[src/rtl/core/crc32_frame_deframer_macros.svh]
// Assertion macros shared by the frame deframer modules.
`ifndef CRC32_FRAME_DEFRAMER_MACROS_SVH
`define CRC32_FRAME_DEFRAMER_MACROS_SVH

`ifndef SYNTH
`define CRCFD_ASSERT_ALWAYS(lbl, expr) \
   lbl: assert property (@(posedge clock) disable iff (reset) (expr)) \
      else $error("deframer assertion failed");
`define CRCFD_ASSERT_IMPLIES(lbl, ante, cons) \
   lbl: assert property (@(posedge clock) disable iff (reset) (ante) |-> (cons)) \
      else $error("deframer assertion failed");
`define CRCFD_ASSERT_NEXT(lbl, ante, cons) \
   lbl: assert property (@(posedge clock) disable iff (reset) (ante) |=> (cons)) \
      else $error("deframer assertion failed");
`else
`define CRCFD_ASSERT_ALWAYS(lbl, expr)
`define CRCFD_ASSERT_IMPLIES(lbl, ante, cons)
`define CRCFD_ASSERT_NEXT(lbl, ante, cons)
`endif

`endif

[src/rtl/core/crcfd_pkg.sv]
// Types, constants and the CRC-32 byte update for the frame deframer.
`timescale 1ns / 1ps
`default_nettype none

package crcfd_pkg;

   localparam int LEN_BITS = 11;
   localparam int LEN_MASK = (1 << LEN_BITS) - 1;
   localparam int OUT_LEN_W = 11;
   localparam int HDR_OVERHEAD = 5;

   localparam logic [7:0] SYNC_BYTE = 8'hA5;
   localparam logic [7:0] END_BYTE = 8'h5A;
   localparam logic [31:0] CRC_POLY = 32'hEDB88320;
   localparam logic [10:0] MAX_TOTAL_RESET = 11'd1280;
   localparam logic [31:0] CRC_SEED_RESET = 32'h35769521;
   localparam logic [7:0] CLASS_BATTERY = 8'h01;
   localparam logic [7:0] ACK_REQUEST = 8'h01;
   localparam logic [7:0] SUB_VOLTAGE = 8'h0C;
   localparam logic [7:0] SUB_CAPACITY = 8'h0B;
   localparam logic [1:0] OUT_DEPTH = 2'd2;

   typedef enum logic [14:0] {
      PH_HUNT = 15'b000000000000001,
      PH_VER  = 15'b000000000000010,
      PH_TL0  = 15'b000000000000100,
      PH_TL1  = 15'b000000000001000,
      PH_CLS  = 15'b000000000010000,
      PH_SUB  = 15'b000000000100000,
      PH_ACK  = 15'b000000001000000,
      PH_DL0  = 15'b000000010000000,
      PH_DL1  = 15'b000000100000000,
      PH_PAY  = 15'b000001000000000,
      PH_CRC0 = 15'b000010000000000,
      PH_CRC1 = 15'b000100000000000,
      PH_CRC2 = 15'b001000000000000,
      PH_CRC3 = 15'b010000000000000,
      PH_END  = 15'b100000000000000
   } phase_type;

   typedef enum logic {
      KIND_PAYLOAD   = 1'b0,
      KIND_FRAME_END = 1'b1
   } kind_type;

   typedef enum logic [1:0] {
      ST_GOOD    = 2'd0,
      ST_BAD_END = 2'd1,
      ST_BAD_CRC = 2'd2
   } status_type;

   typedef enum logic [1:0] {
      RP_NONE     = 2'd0,
      RP_VOLTAGE  = 2'd1,
      RP_CAPACITY = 2'd2
   } reply_type;

   typedef enum logic {
      CSR_MAX_TOTAL = 1'b0,
      CSR_CRC_SEED  = 1'b1
   } csr_index_type;

   typedef struct packed {
      logic valid;
      logic index;
      logic [31:0] data;
   } csr_wr_type;

   typedef struct packed {
      kind_type kind;
      logic [7:0] data_byte;
      logic [OUT_LEN_W-1:0] byte_index;
      logic [7:0] msg_class;
      logic [7:0] msg_sub;
      logic [7:0] ack_code;
      logic [OUT_LEN_W-1:0] payload_length;
      status_type status;
      reply_type reply_kind;
   } rsp_type;

   function automatic logic [31:0] crc32_byte(input logic [31:0] c, input logic [7:0] b);
      logic [31:0] r;
      r = c ^ {24'd0, b};
      for (int k = 0; k < 8; k++) begin
         r = r[0] ? ((r >> 1) ^ CRC_POLY) : (r >> 1);
      end
      return r;
   endfunction

endpackage

`default_nettype wire

[src/rtl/core/crcfd_in_stage.sv]
// Input register stage that holds one received word until the parser takes it.
`timescale 1ns / 1ps
`default_nettype none

module crcfd_in_stage
   import crcfd_pkg::*;
(
   input  logic       clock,
   input  logic       reset,
   input  logic       req_valid,
   output logic       req_stall,
   input  logic [7:0] req_rx_byte,
   input  logic       room,
   output logic       step,
   output logic [7:0] stage_byte
);

   logic       valid_ff;
   logic       valid_in;
   logic [7:0] byte_ff;
   logic       accept;

   assign step = valid_ff & room;
   assign req_stall = valid_ff & ~room;
   assign accept = req_valid & ~req_stall;
   assign valid_in = accept | (valid_ff & ~step);
   assign stage_byte = byte_ff;

   always_ff @(posedge clock) begin
      if (reset) begin
         valid_ff <= 1'b0;
      end else begin
         valid_ff <= valid_in;
      end
   end

   always_ff @(posedge clock) begin
      if (accept) begin
         byte_ff <= req_rx_byte;
      end
   end

endmodule

`default_nettype wire

[src/rtl/core/crcfd_parser.sv]
// Frame phase sequencer, CRC-32 accumulator and configuration registers.
`timescale 1ns / 1ps
`default_nettype none

module crcfd_parser
   import crcfd_pkg::*;
(
   input  logic       clock,
   input  logic       reset,
   input  csr_wr_type csr_wr,
   input  logic       step,
   input  logic [7:0] rx_byte,
   output logic       res_valid,
   output rsp_type    res
);

`include "crc32_frame_deframer_macros.svh"

   phase_type phase_ff, phase_in;
   logic [LEN_BITS-1:0] tl_ff, tl_in;
   logic [LEN_BITS-1:0] pl_ff, pl_in;
   logic [LEN_BITS-1:0] cnt_ff, cnt_in;
   logic [7:0] class_ff, class_in;
   logic [7:0] sub_ff, sub_in;
   logic [7:0] ack_ff, ack_in;
   logic [31:0] crc_ff, crc_in;
   logic [31:0] crcrx_ff, crcrx_in;
   logic [10:0] max_ff;
   logic [31:0] seed_ff;

   logic [31:0] crc_upd;
   logic [15:0] tl_full;
   logic [15:0] dl_full;
   logic [LEN_BITS-1:0] cnt_next;

   assign crc_upd = crc32_byte(crc_ff, rx_byte);
   assign tl_full = {rx_byte, tl_ff[7:0]};
   assign dl_full = {rx_byte, pl_ff[7:0]};
   assign cnt_next = cnt_ff + LEN_BITS'(1);

   always_comb begin
      phase_in = phase_ff;
      tl_in = tl_ff;
      pl_in = pl_ff;
      cnt_in = cnt_ff;
      class_in = class_ff;
      sub_in = sub_ff;
      ack_in = ack_ff;
      crc_in = crc_ff;
      crcrx_in = crcrx_ff;
      res_valid = 1'b0;
      res.kind = KIND_PAYLOAD;
      res.data_byte = 8'd0;
      res.byte_index = '0;
      res.msg_class = class_ff;
      res.msg_sub = sub_ff;
      res.ack_code = ack_ff;
      res.payload_length = OUT_LEN_W'(pl_ff);
      res.status = ST_GOOD;
      res.reply_kind = RP_NONE;
      unique case (phase_ff)
         PH_VER: begin
            phase_in = PH_TL0;
         end
         PH_TL0: begin
            tl_in = LEN_BITS'(rx_byte);
            phase_in = PH_TL1;
         end
         PH_TL1: begin
            if ((tl_full > 16'(max_ff)) || (tl_full > 16'(LEN_MASK))) begin
               phase_in = PH_HUNT;
            end else begin
               tl_in = LEN_BITS'(tl_full);
               phase_in = PH_CLS;
            end
         end
         PH_CLS: begin
            class_in = rx_byte;
            crc_in = crc_upd;
            phase_in = PH_SUB;
         end
         PH_SUB: begin
            sub_in = rx_byte;
            crc_in = crc_upd;
            phase_in = PH_ACK;
         end
         PH_ACK: begin
            ack_in = rx_byte;
            crc_in = crc_upd;
            phase_in = PH_DL0;
         end
         PH_DL0: begin
            pl_in = LEN_BITS'(rx_byte);
            crc_in = crc_upd;
            phase_in = PH_DL1;
         end
         PH_DL1: begin
            crc_in = crc_upd;
            if (17'(tl_ff) != (17'(dl_full) + 17'(HDR_OVERHEAD))) begin
               phase_in = PH_HUNT;
            end else begin
               pl_in = LEN_BITS'(dl_full);
               cnt_in = '0;
               crcrx_in = 32'd0;
               phase_in = (LEN_BITS'(dl_full) == '0) ? PH_CRC0 : PH_PAY;
            end
         end
         PH_PAY: begin
            crc_in = crc_upd;
            res_valid = 1'b1;
            res.data_byte = rx_byte;
            res.byte_index = OUT_LEN_W'(cnt_ff);
            cnt_in = cnt_next;
            if (cnt_next >= pl_ff) begin
               phase_in = PH_CRC0;
            end
         end
         PH_CRC0, PH_CRC1, PH_CRC2: begin
            crcrx_in = {rx_byte, crcrx_ff[31:8]};
            phase_in = phase_type'(phase_ff << 1);
         end
         PH_CRC3: begin
            crcrx_in = {rx_byte, crcrx_ff[31:8]};
            phase_in = PH_END;
         end
         PH_END: begin
            res_valid = 1'b1;
            res.kind = KIND_FRAME_END;
            if (rx_byte != END_BYTE) begin
               res.status = ST_BAD_END;
            end else if (~crc_ff != crcrx_ff) begin
               res.status = ST_BAD_CRC;
            end
            if ((rx_byte == END_BYTE) && (~crc_ff == crcrx_ff) && (ack_ff == ACK_REQUEST)
                  && (pl_ff == '0) && (class_ff == CLASS_BATTERY)) begin
               if (sub_ff == SUB_VOLTAGE) begin
                  res.reply_kind = RP_VOLTAGE;
               end else if (sub_ff == SUB_CAPACITY) begin
                  res.reply_kind = RP_CAPACITY;
               end
            end
            phase_in = PH_HUNT;
         end
         default: begin
            phase_in = PH_HUNT;
            if (rx_byte == SYNC_BYTE) begin
               crc_in = ~seed_ff;
               phase_in = PH_VER;
            end
         end
      endcase
   end

   always_ff @(posedge clock) begin
      if (reset) begin
         phase_ff <= PH_HUNT;
         tl_ff <= '0;
         pl_ff <= '0;
         cnt_ff <= '0;
         class_ff <= 8'd0;
         sub_ff <= 8'd0;
         ack_ff <= 8'd0;
         crc_ff <= ~CRC_SEED_RESET;
         crcrx_ff <= 32'd0;
      end else if (step) begin
         phase_ff <= phase_in;
         tl_ff <= tl_in;
         pl_ff <= pl_in;
         cnt_ff <= cnt_in;
         class_ff <= class_in;
         sub_ff <= sub_in;
         ack_ff <= ack_in;
         crc_ff <= crc_in;
         crcrx_ff <= crcrx_in;
      end
   end

   always_ff @(posedge clock) begin
      if (reset) begin
         max_ff <= MAX_TOTAL_RESET;
         seed_ff <= CRC_SEED_RESET;
      end else if (csr_wr.valid) begin
         unique case (csr_index_type'(csr_wr.index))
            CSR_MAX_TOTAL: max_ff <= csr_wr.data[10:0];
            CSR_CRC_SEED:  seed_ff <= csr_wr.data;
            default: ;
         endcase
      end
   end

   `CRCFD_ASSERT_IMPLIES(a_result_phase, res_valid, (phase_ff == PH_PAY) || (phase_ff == PH_END))
   `CRCFD_ASSERT_NEXT(a_sync_starts, step && (phase_ff == PH_HUNT) && (rx_byte == SYNC_BYTE), phase_ff == PH_VER)
   `CRCFD_ASSERT_NEXT(a_end_rehunts, step && (phase_ff == PH_END), phase_ff == PH_HUNT)

endmodule

`default_nettype wire

[src/rtl/core/crcfd_out_fifo.sv]
// Two-entry result queue that keeps the parser running while the output stalls.
`timescale 1ns / 1ps
`default_nettype none

module crcfd_out_fifo
   import crcfd_pkg::*;
(
   input  logic    clock,
   input  logic    reset,
   input  logic    push,
   input  rsp_type push_data,
   output logic    room,
   output logic    out_valid,
   input  logic    out_stall,
   output rsp_type out_data
);

`include "crc32_frame_deframer_macros.svh"

   rsp_type    mem_ff [2];
   logic       wr_ptr_ff, wr_ptr_in;
   logic       rd_ptr_ff, rd_ptr_in;
   logic [1:0] count_ff, count_in;
   logic       pop;

   assign room = (count_ff != OUT_DEPTH);
   assign out_valid = (count_ff != 2'd0);
   assign out_data = mem_ff[rd_ptr_ff];
   assign pop = out_valid & ~out_stall;
   assign wr_ptr_in = wr_ptr_ff ^ push;
   assign rd_ptr_in = rd_ptr_ff ^ pop;
   assign count_in = count_ff + {1'b0, push} - {1'b0, pop};

   always_ff @(posedge clock) begin
      if (reset) begin
         wr_ptr_ff <= 1'b0;
         rd_ptr_ff <= 1'b0;
         count_ff <= 2'd0;
      end else begin
         wr_ptr_ff <= wr_ptr_in;
         rd_ptr_ff <= rd_ptr_in;
         count_ff <= count_in;
      end
   end

   always_ff @(posedge clock) begin
      if (push) begin
         mem_ff[wr_ptr_ff] <= push_data;
      end
   end

   `CRCFD_ASSERT_ALWAYS(a_no_overflow, !(push && !room))
   `CRCFD_ASSERT_ALWAYS(a_count_bound, count_ff <= OUT_DEPTH)
   `CRCFD_ASSERT_NEXT(a_count_grows, push && !pop, count_ff == $past(count_ff) + 2'd1)

endmodule

`default_nettype wire

[src/rtl/core/crc32_frame_deframer.sv]
// A word taken into the input register is parsed when it leaves that register; any result
// that it yields is written into the result queue and is shown on rsp_ from there.
// Throughput: one word per cycle, set by the single parser stage between the input
// register and the two-entry result queue; input stalls only while that queue is full.
// Reset is synchronous and active high: the parser returns to sync hunting, the
// configuration registers take their defaults and the result queue empties.
`timescale 1ns / 1ps
`default_nettype none

module crc32_frame_deframer
   import crcfd_pkg::*;
(
   input  logic        clock,
   input  logic        reset,
   input  logic        req_valid,
   output logic        req_stall,
   input  logic [7:0]  req_rx_byte,
   output logic        rsp_valid,
   input  logic        rsp_stall,
   output logic        rsp_kind,
   output logic [7:0]  rsp_data_byte,
   output logic [10:0] rsp_byte_index,
   output logic [7:0]  rsp_msg_class,
   output logic [7:0]  rsp_msg_sub,
   output logic [7:0]  rsp_ack_code,
   output logic [10:0] rsp_payload_length,
   output logic [1:0]  rsp_status,
   output logic [1:0]  rsp_reply_kind,
   input  logic        csr_valid,
   output logic        csr_ready,
   input  logic        csr_index,
   input  logic [31:0] csr_data
);

   logic       room;
   logic       step;
   logic [7:0] stage_byte;
   logic       res_valid;
   rsp_type    res;
   rsp_type    head;
   csr_wr_type csr_wr;

   assign csr_ready = 1'b1;
   assign csr_wr = {csr_valid & csr_ready, csr_index, csr_data};

   crcfd_in_stage u_in_stage (
      .clock      (clock),
      .reset      (reset),
      .req_valid  (req_valid),
      .req_stall  (req_stall),
      .req_rx_byte(req_rx_byte),
      .room       (room),
      .step       (step),
      .stage_byte (stage_byte)
   );

   crcfd_parser u_parser (
      .clock    (clock),
      .reset    (reset),
      .csr_wr   (csr_wr),
      .step     (step),
      .rx_byte  (stage_byte),
      .res_valid(res_valid),
      .res      (res)
   );

   crcfd_out_fifo u_out_fifo (
      .clock    (clock),
      .reset    (reset),
      .push     (step & res_valid),
      .push_data(res),
      .room     (room),
      .out_valid(rsp_valid),
      .out_stall(rsp_stall),
      .out_data (head)
   );

   assign rsp_kind = head.kind;
   assign rsp_data_byte = head.data_byte;
   assign rsp_byte_index = head.byte_index;
   assign rsp_msg_class = head.msg_class;
   assign rsp_msg_sub = head.msg_sub;
   assign rsp_ack_code = head.ack_code;
   assign rsp_payload_length = head.payload_length;
   assign rsp_status = head.status;
   assign rsp_reply_kind = head.reply_kind;

endmodule

`default_nettype wire
[config.mk]
export PLATFORM = sky130hd
export DESIGN_NAME = crc32_frame_deframer
export DESIGN_NICKNAME = d
export VERILOG_FILES = /design/src/rtl/core/crcfd_pkg.sv /design/src/rtl/core/crcfd_in_stage.sv /design/src/rtl/core/crcfd_parser.sv /design/src/rtl/core/crcfd_out_fifo.sv /design/src/rtl/core/crc32_frame_deframer.sv
export VERILOG_INCLUDE_DIRS = /design/src /design/src/rtl/core
export SDC_FILE = /design/constraint.sdc
export NUM_CORES = 1
export LEC_CHECK = 0
export BUFFER_PORTS_ARGS = -buffer_cell sky130_fd_sc_hd__buf_2
export CELL_PAD_IN_SITES_DETAIL_PLACEMENT = 1
export CELL_PAD_IN_SITES_GLOBAL_PLACEMENT = 2
export CORE_ASPECT_RATIO = 0.75
export CORE_MARGIN = 1.5
export CORE_UTILIZATION = 42
export DETAILED_ROUTE_END_ITERATION = 10
export GPL_ROUTABILITY_DRIVEN = 0
export PLACE_DENSITY_LB_ADDON = 0.1
export SETUP_SLACK_MARGIN = 0.3
export SYNTH_ARGS = -nofsm -noshare
export SYNTH_HDL_FRONTEND = slang
export SYNTH_SLANG_ARGS = --single-unit
[constraint.sdc]
create_clock -name clock -period 7.9 [get_ports clock]
set_clock_uncertainty 0.05 [all_clocks]
set_input_delay 0.395 -clock clock [delete_from_list [all_inputs] [get_ports clock]]
set_output_delay 0.395 -clock clock [all_outputs]
set_load 0.01 [all_outputs]
==> results of run 1 <==
## layer usage
layer  routed length, um  vias to the layer above
met1               20000                     5556
met4                 877                        0
met3                1620                       59
met5                   0                        -
met2               20300                      194
li1                    -                     5483
## stage by stage
stage          std cells  setup slack (ns)  util, %
2_1_floorplan       1507              4.21        -
3_3_place_gp        1988              4.34     45.4
3_5_place_dp        1988              4.18     45.4
4_1_cts             2059              4.18     48.8
5_1_grt             2059              3.72     48.8
6_report            2059              4.22     48.8
## power by group
part	internal [mW]	switching [mW]	total, mW	leakage (nW)
Sequential	1.68	0.0394	1.72	2.65
Clock	0.912	0.679	1.59	0.546
Combinational	0.233	0.287	0.520	2.94
Total	2.82	1.00	3.83	6.13
## worst max-delay path by stage
stage                                         endpoint  slack, ns                               start  cells after the start
floorplan            u_out_fifo.mem_ff[1][0]$_DFFE_PP_       4.21  u_parser.phase_ff[12]$_SDFFE_PP0P_                      8
global placement    u_out_fifo.mem_ff[0][47]$_DFFE_PP_       4.34  u_parser.phase_ff[10]$_SDFFE_PP0P_                      7
detailed placement  u_out_fifo.mem_ff[0][41]$_DFFE_PP_       4.18  u_parser.phase_ff[10]$_SDFFE_PP0P_                      7
CTS                 u_out_fifo.mem_ff[0][45]$_DFFE_PP_       4.18  u_parser.phase_ff[10]$_SDFFE_PP0P_                      7
global route        u_out_fifo.mem_ff[0][48]$_DFFE_PP_       3.72  u_parser.phase_ff[10]$_SDFFE_PP0P_                      7
finish              u_out_fifo.mem_ff[0][45]$_DFFE_PP_       4.22  u_parser.phase_ff[10]$_SDFFE_PP0P_                      7
## cell families after synthesis
| family | Yosys count |
|---|---|
| compound gates | 234 |
| xor+xnor | 128 |
| fa+ha+maj | 30 |
| buf+inv | 139 |
| flops | 310 |
| mux | 113 |
| other cells | 1 |
| simple gates | 552 |
## final cells by class
| cell class | count | area share, % |
|---|---|---|
| Timing Repair Buffer | 135 | 4.52 |
| Sequential cell | 310 | 43.8 |
| Tap cell | 457 | 3.35 |
| Multi-Input combinational cell | 1058 | 41.0 |
| Clock buffer | 46 | 5.74 |
| Clock inverter | 17 | 0.785 |
| Inverter | 36 | 0.793 |
## flip-flops by register name, indices dropped and copies added, names as in the netlist
register and flops:
u_out_fifo.mem_ff 118, u_parser.crc_ff 32, u_parser.crcrx_ff 32, u_parser.seed_ff 32, u_parser.phase_ff 15, u_parser.cnt_ff 11, u_parser.max_ff 11, u_parser.pl_ff 11
u_parser.tl_ff 11, u_in_stage.stage_byte 8, u_parser.ack_ff 8, u_parser.class_ff 8, u_parser.sub_ff 8, u_out_fifo.count_ff 2, u_in_stage.valid_ff 1, u_out_fifo.rd_ptr_ff 1
u_out_fifo.wr_ptr_ff 1
## worst max-delay path, cell delays in order (launching register included)
cell	delay [ns]
sky130_fd_sc_hd__dfxtp_1	0.36
sky130_fd_sc_hd__nor4_1	0.50
sky130_fd_sc_hd__nand3_1	0.50
sky130_fd_sc_hd__nor3_1	0.40
sky130_fd_sc_hd__o21ai_0	0.22
sky130_fd_sc_hd__inv_1	0.16
sky130_fd_sc_hd__ha_2	0.53
sky130_fd_sc_hd__buf_4	0.55
## placed cells by master, fill, tap and decap left out, types with 7 or more instances in the layout
cell type | Yosys | routed
sky130_fd_sc_hd__mux2_2 | 60 | 60
sky130_fd_sc_hd__o311ai_0 | 8 | 8
sky130_fd_sc_hd__nand4_1 | 28 | 28
sky130_fd_sc_hd__nor3_1 | 21 | 21
sky130_fd_sc_hd__nor2_1 | 125 | 125
sky130_fd_sc_hd__xor2_1 | 43 | 43
sky130_fd_sc_hd__nand3_1 | 49 | 49
sky130_fd_sc_hd__nand3b_1 | 9 | 9
sky130_fd_sc_hd__inv_1 | 35 | 35
sky130_fd_sc_hd__xnor2_1 | 79 | 79
sky130_fd_sc_hd__clkbuf_16 | 0 | 36
sky130_fd_sc_hd__nand2_1 | 204 | 204
sky130_fd_sc_hd__dlygate4sd3_1 | 0 | 8
sky130_fd_sc_hd__buf_2 | 17 | 105
sky130_fd_sc_hd__o211ai_1 | 14 | 14
sky130_fd_sc_hd__mux2i_1 | 53 | 53
sky130_fd_sc_hd__clkinv_2 | 0 | 7
sky130_fd_sc_hd__nor4b_1 | 7 | 7
sky130_fd_sc_hd__a31oi_1 | 16 | 16
sky130_fd_sc_hd__or3_1 | 7 | 7
sky130_fd_sc_hd__nor2_2 | 8 | 8
sky130_fd_sc_hd__edfxtp_1 | 126 | 126
sky130_fd_sc_hd__buf_4 | 2 | 22
sky130_fd_sc_hd__nor4_1 | 21 | 20
sky130_fd_sc_hd__o21ai_0 | 34 | 34
sky130_fd_sc_hd__nor2b_1 | 22 | 22
sky130_fd_sc_hd__o31ai_1 | 30 | 30
sky130_fd_sc_hd__and2_1 | 17 | 16
sky130_fd_sc_hd__a21oi_1 | 77 | 77
sky130_fd_sc_hd__ha_1 | 29 | 27
sky130_fd_sc_hd__dfxtp_1 | 184 | 183
==> results.txt, run 1 <==
- Setup slack of the worst register-to-register path: ~4.2 ns
- Netlist Area Pre-Place: roughly 15000 um^2
* Layer with the highest usage: met2
- In the routed layout, each cell is associated on average with a via count of 5.48.
* Total length of routed wires: 42800 um
- The path with the worst hold slack has its endpoint at u_parser.seed_ff[29]$_SDFFE_PP1P_.
- Element type at the critical path end: flop
- Port buffering added about 110 buffers.
* Total routing resource utilization after global routing: between 20% and 30%
- Reg-to-Reg End: u_out_fifo.mem_ff[0][45]$_DFFE_PP_
- DR iter-0 viols: 612
- In the final timing run, aggregate negative setup slack is 0 ns.
- Ant diodes: 0
- Startpoint type of the worst setup path: flop
- Global routing consumed, on the met2 layer, 39.1% of the routing resources.
* Number of top-level design ports: 108
- Cell type contributing the most total cell area after synthesis: sky130_fd_sc_hd__edfxtp_1
- The root buffer cell chosen for the clock tree is sky130_fd_sc_hd__clkbuf_16.
- The die covers approximately 37000 um^2.
* Aggregate global routing overflow: 0
* Critical path class: flop to flop
- The H-tree generated during clock tree synthesis spans 2 levels.
- The run finished with clean final reports.
* Cells after Synth: approximately 1500
* Arrival time of data at the critical path endpoint: between 3 and 4 ns
- TritonCTS built the clock tree.
* CTS Buf Count: 35
* Number of library cell types mapped by synthesis: 77
- Met3 Use GR: about 3.4%
* Instance area after placement: 15900 um^2
- In this run, post-CTS repair resized a total of 0 instances.
* Register area: 7470 um^2
- Adder-cell area share of the yosys netlist: between 2 and 2.5%
- Final Hold Vio Count: 0
- Along the worst hold path, the cell count comes to 3.
* Portion of synthesized cell area occupied by the leading cell type: roughly a quarter
- The pre-antenna-repair detailed-routing pass consisted of 5 iterations.
- DR vias: 11300
- Final Max Slew Viols: 0
- Of the synthesized area, sequential elements account for between 40 and 50%.
* Most common cell in the netlist: sky130_fd_sc_hd__nand2_1
* Total power consumption of the routed design: approximately 3.8 mW
- At the worst endpoint, the required time is roughly 8 ns.
* Top post-synthesis cells by count: 204 x sky130_fd_sc_hd__nand2_1, 184 x sky130_fd_sc_hd__dfxtp_1, 126 x sky130_fd_sc_hd__edfxtp_1
- At the end of the flow, the number of nets in the layout was 1651.
- # setup viols final: 0
- Fill count: ~3900
- Seq cells post-synth: 310
- In this run the critical register-to-register path is launched from u_parser.phase_ff[10]$_SDFFE_PP0P_.
* Total number of placement rows: 59
- After detailed routing, the average wire length per cell comes to a little over 20 um.
- Max Buffers Root-to-Sink: 3
- Drt drc: 0
- The startpoint identified for the worst hold timing path is csr_data[29].
- GR Util met1: between 30% and 40%
* Simple logic cell fraction of the synthesized area: between 10% and 20%
- Clock sink count: between 300 and 400
- Entering global routing, the biggest net connects 91 pins.
- Timing would allow up to roughly 270 MHz.
* Total area of multi-input combinational cells: 6990 um^2
- In this run the horizontal extent of the chip is 221 um.
- Cell types occupying the most area after synthesis: sky130_fd_sc_hd__edfxtp_1 25%, sky130_fd_sc_hd__dfxtp_1 25%, sky130_fd_sc_hd__nand2_1 5.1%
- Transition time at the pin with the least slew margin: between 1 and 1.5 ns
* Clock latency at the later pin of the worst-skew pair: ~0.55 ns
* Post-route standard cell area excluding fillers: about 17000 um^2
- The total area inside the core boundary comes to 34900 um^2.
- Mean cell area of the mapped netlist: 9.95 um^2
* Starting density of the core: ~43%
- The worst hold path belongs to the class input pin to flop.
* Count of yosys warnings during synthesis: 0
* Complex-gate fraction of the synthesized area: 10.4%
- The tightest hold path in the finished design has a slack of approximately 0.025 ns.
- Share of cell area taken by muxes after synthesis: between 8 and 9%
- Highest ir drop seen on vdd: around 0.00014 V
* Count of antenna-violating nets left after detailed routing: 0
* Via count of the first global-routing pass: 11700
- The synthesized netlist devotes 7.93% of its cell area to XOR and XNOR gates.
- The number of antenna violations at the first check in global routing was 1.
- The synthesized design contains between 100 and 150 enable-type register cells.
- Post-route clock period utilization: a little under half
- In this run the vertical extent of the chip is between 150 and 200 um.
* Layout cell share with drive strength beyond 1: 17.5%
- By area, the combinational part of the netlist is dominated by simple AND/OR/NAND/NOR gates.
* Synth Net Count: between 1500 and 2000
- Clock-pin transition on the worst setup and hold timing paths: 0.06 ns
- Post CTS Setup Buffer Count: 0
- Measured in cells, the most critical reg-to-reg path has a length of 7.
- The first global-routing pass estimated around 70000 um of wire.
- Compared with the post-synthesis result, the final layout area differs by 13.6%.
* Half-perimeter wire length of the detailed placement result: about 29000 um
- The tool flagged a number of max-cap violations equal to 0.
- Setup repair after global routing missed its margin: false
- Clock period minus worst slack: 3.68 ns
- Relative slew slack: around 11%
- Critical path fanouts, max: 40
* Leakage power: approximately 6 nW
- For this run, the leading register cell type out of synthesis is sky130_fd_sc_hd__dfxtp_1.
- Hold-fix buffers at CTS: 8
* Pwr dens: ~220 nW/um^2
* Share of async-settable or async-resettable flops after synthesis: 0%
Power figures use the tool's default switching activity.
==> run 2: changes to the inputs <==
CORE_UTILIZATION = 35   (was 42)
clock period = 3.3 ns   (was 7.9 ns; I/O delays follow)
==> results.txt, run 2 (same netlist as run 1, synthesis figures left out) <==
- Status: finished clean
- Final cell utilization of the core: 43.0% (-5.8 points)
* Maximum number of pins on one net before global-route repair: 81 (-11%)
* Highest ir drop seen on vdd: 0.000341 V (+150%)
- Pwr dens: 502 nW/um^2 (+120%)
* Kind of path behind the tightest hold check: input pin to flop
- The CTS sink count is 310 (unchanged).
* Worst hold endpoint: u_parser.max_ff[5]$_SDFFE_PP0P_
- The number of buffers inserted by port buffering was 106 (unchanged).
- The ratio of routed vias to standard cells was 5.14 (-6.2%).
- The wire length of the first global-routing pass is 70100 um (+2.7%).
- DR vias: 11600 (+2.3%)
- TritonCTS built the clock tree.
- Transition time at the pin with the least slew margin: 1.14 ns (-0.179 ns)
- The final period demand of the worst path is 2.93 ns (-0.741 ns).
* Drt pass-1 iters: 5 (unchanged)
- The area of the placeable core was 42100 um^2 (+21%).
* Synth-to-layout area growth: 20.8%
- Setup TNS: 0 ns (unchanged)
- Max Clock Freq: 341 MHz (+25%)
- The cell depth of the worst flop-to-flop path is 6 (-1).
- Clock-pin transition on the worst setup and hold timing paths: 0.06 ns (about the same)
- Count of antenna-violating nets left after detailed routing: 0 (unchanged)
- The critical path is of the flop to flop type.
- # setup viols final: 0 (unchanged)
- Post-route clock period utilization: 88.9% (+42 points)
* Final Hold Vio Count: 0 (unchanged)
- The data required time of the worst path came to 3.54 ns (-4.48 ns).
* Total number of placement rows: 65 (+10%)
- Ant diodes: 0 (unchanged)
- The DRC violation count after routing is 0 (unchanged).
- Max-capacitance violation count: 0 (unchanged)
* Leakage power: 6.83 nW (+11%)
- Startpoint type of the worst setup path: flop
- The number of flip-flops in the largest register was 118 (unchanged).
- The effective utilization at floorplan was 35.6% (-7.4 points).
- The violation count after the first detailed-route iteration is 592 (-3.3%).
- The number of antenna violations at the first check in global routing is 0 (-1).
* Reg-to-Reg End: u_out_fifo.mem_ff[0][0]$_DFFE_PP_
- Setup repair after global routing could not meet its margin everywhere.
* Relative slew slack: 23.8% (+13 points)
- Top reg by flops: u_out_fifo.mem_ff
- In this run the most critical hold path is launched from csr_index.
* Critical path fanouts, max: 8 (-80%)
* Element type at the critical path end: flop
- The worst path setup slack after routing is 0.365 ns (-3.86 ns).
- The clock tree buffer depth is 3 (unchanged).
* Total routing resource utilization after global routing: 20.2% (-3.4 points)
- In the layout the commonest cells are 204 x sky130_fd_sc_hd__nand2_1, 177 x sky130_fd_sc_hd__dfxtp_1, 126 x sky130_fd_sc_hd__edfxtp_1.
- The die area came to 44100 um^2 (+20%).
- Layout cell share with drive strength beyond 1: 20.9% (+3.5 points)
* CTS HTree Levels: 2 (unchanged)
- Clock latency at the later pin of the worst-skew pair: 0.53 ns (-0.02 ns)
- Reg-to-reg critical path startpoint: u_parser.phase_ff[4]$_SDFFE_PP0P_
* Height of the die: 182 um (+9.4%)
* Final Max Slew Viols: 0 (unchanged)
* Number of top-level design ports: 108 (unchanged)
- Total length of routed wires: 44400 um (+3.8%)
* CTS Root Buffer Type: sky130_fd_sc_hd__clkbuf_16
- Via count of the first global-routing pass: 11800 (+0.80%)
- Hold path cells: 4 (+1)
- Aggregate global routing overflow: 0 (unchanged)
* Post-place setup slack: 0.169 ns (-4.01 ns)
- The data arrival time of the critical path is 3.17 ns (-0.63 ns).
- Half-perimeter wire length of the detailed placement result: 30400 um (+5.9%)
- Die outline width: 242 um (+9.4%)
* Count of nets after finishing: 1725 (+4.5%)
- The number of buffers created by CTS came to 36 (+2.9%).
- The detail-routed net length per standard cell was 19.8 um (-4.9%).
* Setup slack of the worst register-to-register path: 0.37 ns (-3.86 ns)
* Most frequent standard cell in the layout excluding fill and tap cells: sky130_fd_sc_hd__nand2_1
run 2: cell type report:
cell class | count | area, um^2
Tap cell | 569 | 712
Timing Repair Buffer | 208 | 1500
Multi-Input combinational cell | 1058 | 7130
Inverter | 36 | 135
Fill cell | 4750 | 24000
Clock buffer | 46 | 1000
Sequential cell | 310 | 7480
Clock inverter | 19 | 163
run 2: worst max-delay path by stage:
stage                                       start                                end  slack, ns  depth (start not counted)
2_1_floorplan  u_parser.phase_ff[12]$_SDFFE_PP0P_  u_out_fifo.mem_ff[0][0]$_DFFE_PP_       0.22                          8
3_3_place_gp      u_parser.cnt_ff[1]$_SDFFE_PP0P_  u_parser.phase_ff[2]$_SDFFE_PP0P_       0.24                         13
3_5_place_dp      u_parser.cnt_ff[1]$_SDFFE_PP0P_  u_parser.phase_ff[2]$_SDFFE_PP0P_       0.17                         11
4_1_cts           u_parser.cnt_ff[0]$_SDFFE_PP0P_  u_parser.phase_ff[2]$_SDFFE_PP0P_       0.31                         13
5_1_grt           u_parser.cnt_ff[1]$_SDFFE_PP0P_  u_parser.phase_ff[2]$_SDFFE_PP0P_       0.22                         13
6_report        u_parser.phase_ff[4]$_SDFFE_PP0P_  u_out_fifo.mem_ff[0][0]$_DFFE_PP_       0.37                          6
run 2: through the flow:
stage          instances  cell area (um^2)  power (mW)  hold WS (ns)
6_report            2246             18100        9.09        0.0792
5_1_grt             2246             18100        9.47         0.112
4_1_cts             2243             18000        9.23        0.0773
3_5_place_dp        2135             16400        5.22         0.294
3_3_place_gp        2135             16400        5.21         0.295
2_1_floorplan       1507             15000        4.83         0.214
run 2: power by group:
| part | internal, mW | leakage [nW] | switching (mW) | total (mW) |
|---|---|---|---|---|
| Clock | 2.25 | 0.565 | 1.67 | 3.92 |
| Combinational | 0.484 | 3.49 | 0.588 | 1.07 |
| Sequential | 4.01 | 2.77 | 0.0827 | 4.09 |
| Total | 6.75 | 6.83 | 2.34 | 9.09 |
run 2: timing repair:
action | in CTS | in global routing
setup endpoints to repair | 2 | 163
buffers inserted | 1 | 3
cloned | 0 | 0
hold buffers | 42 | 0
gates resized for setup | 6 | 25
hold endpoints to repair | 53 | 0
pin swaps | 3 | 7
run 2: layer usage:
metal / part of all wire, % / global-route usage, % / wire length [um] / up-vias
li1: - / - / - / 5639
met1: 48 / 28.0 / 21500 / 5697
met2: 47 / 33.2 / 20700 / 163
met3: 2.9 / 2.71 / 1290 / 54
met4: 2.0 / 5.05 / 871 / 0
met5: 0 / 0 / 0 / -
run 2: worst max-delay path: stages, from the launching register on:
cell and delay, ns:
sky130_fd_sc_hd__dfxtp_1 0.39, sky130_fd_sc_hd__or4_1 0.58, sky130_fd_sc_hd__nor2_1 0.25, sky130_fd_sc_hd__and3_2 0.35
sky130_fd_sc_hd__nand4_1 0.16, sky130_fd_sc_hd__or4_1 0.49, sky130_fd_sc_hd__nor4b_1 0.43
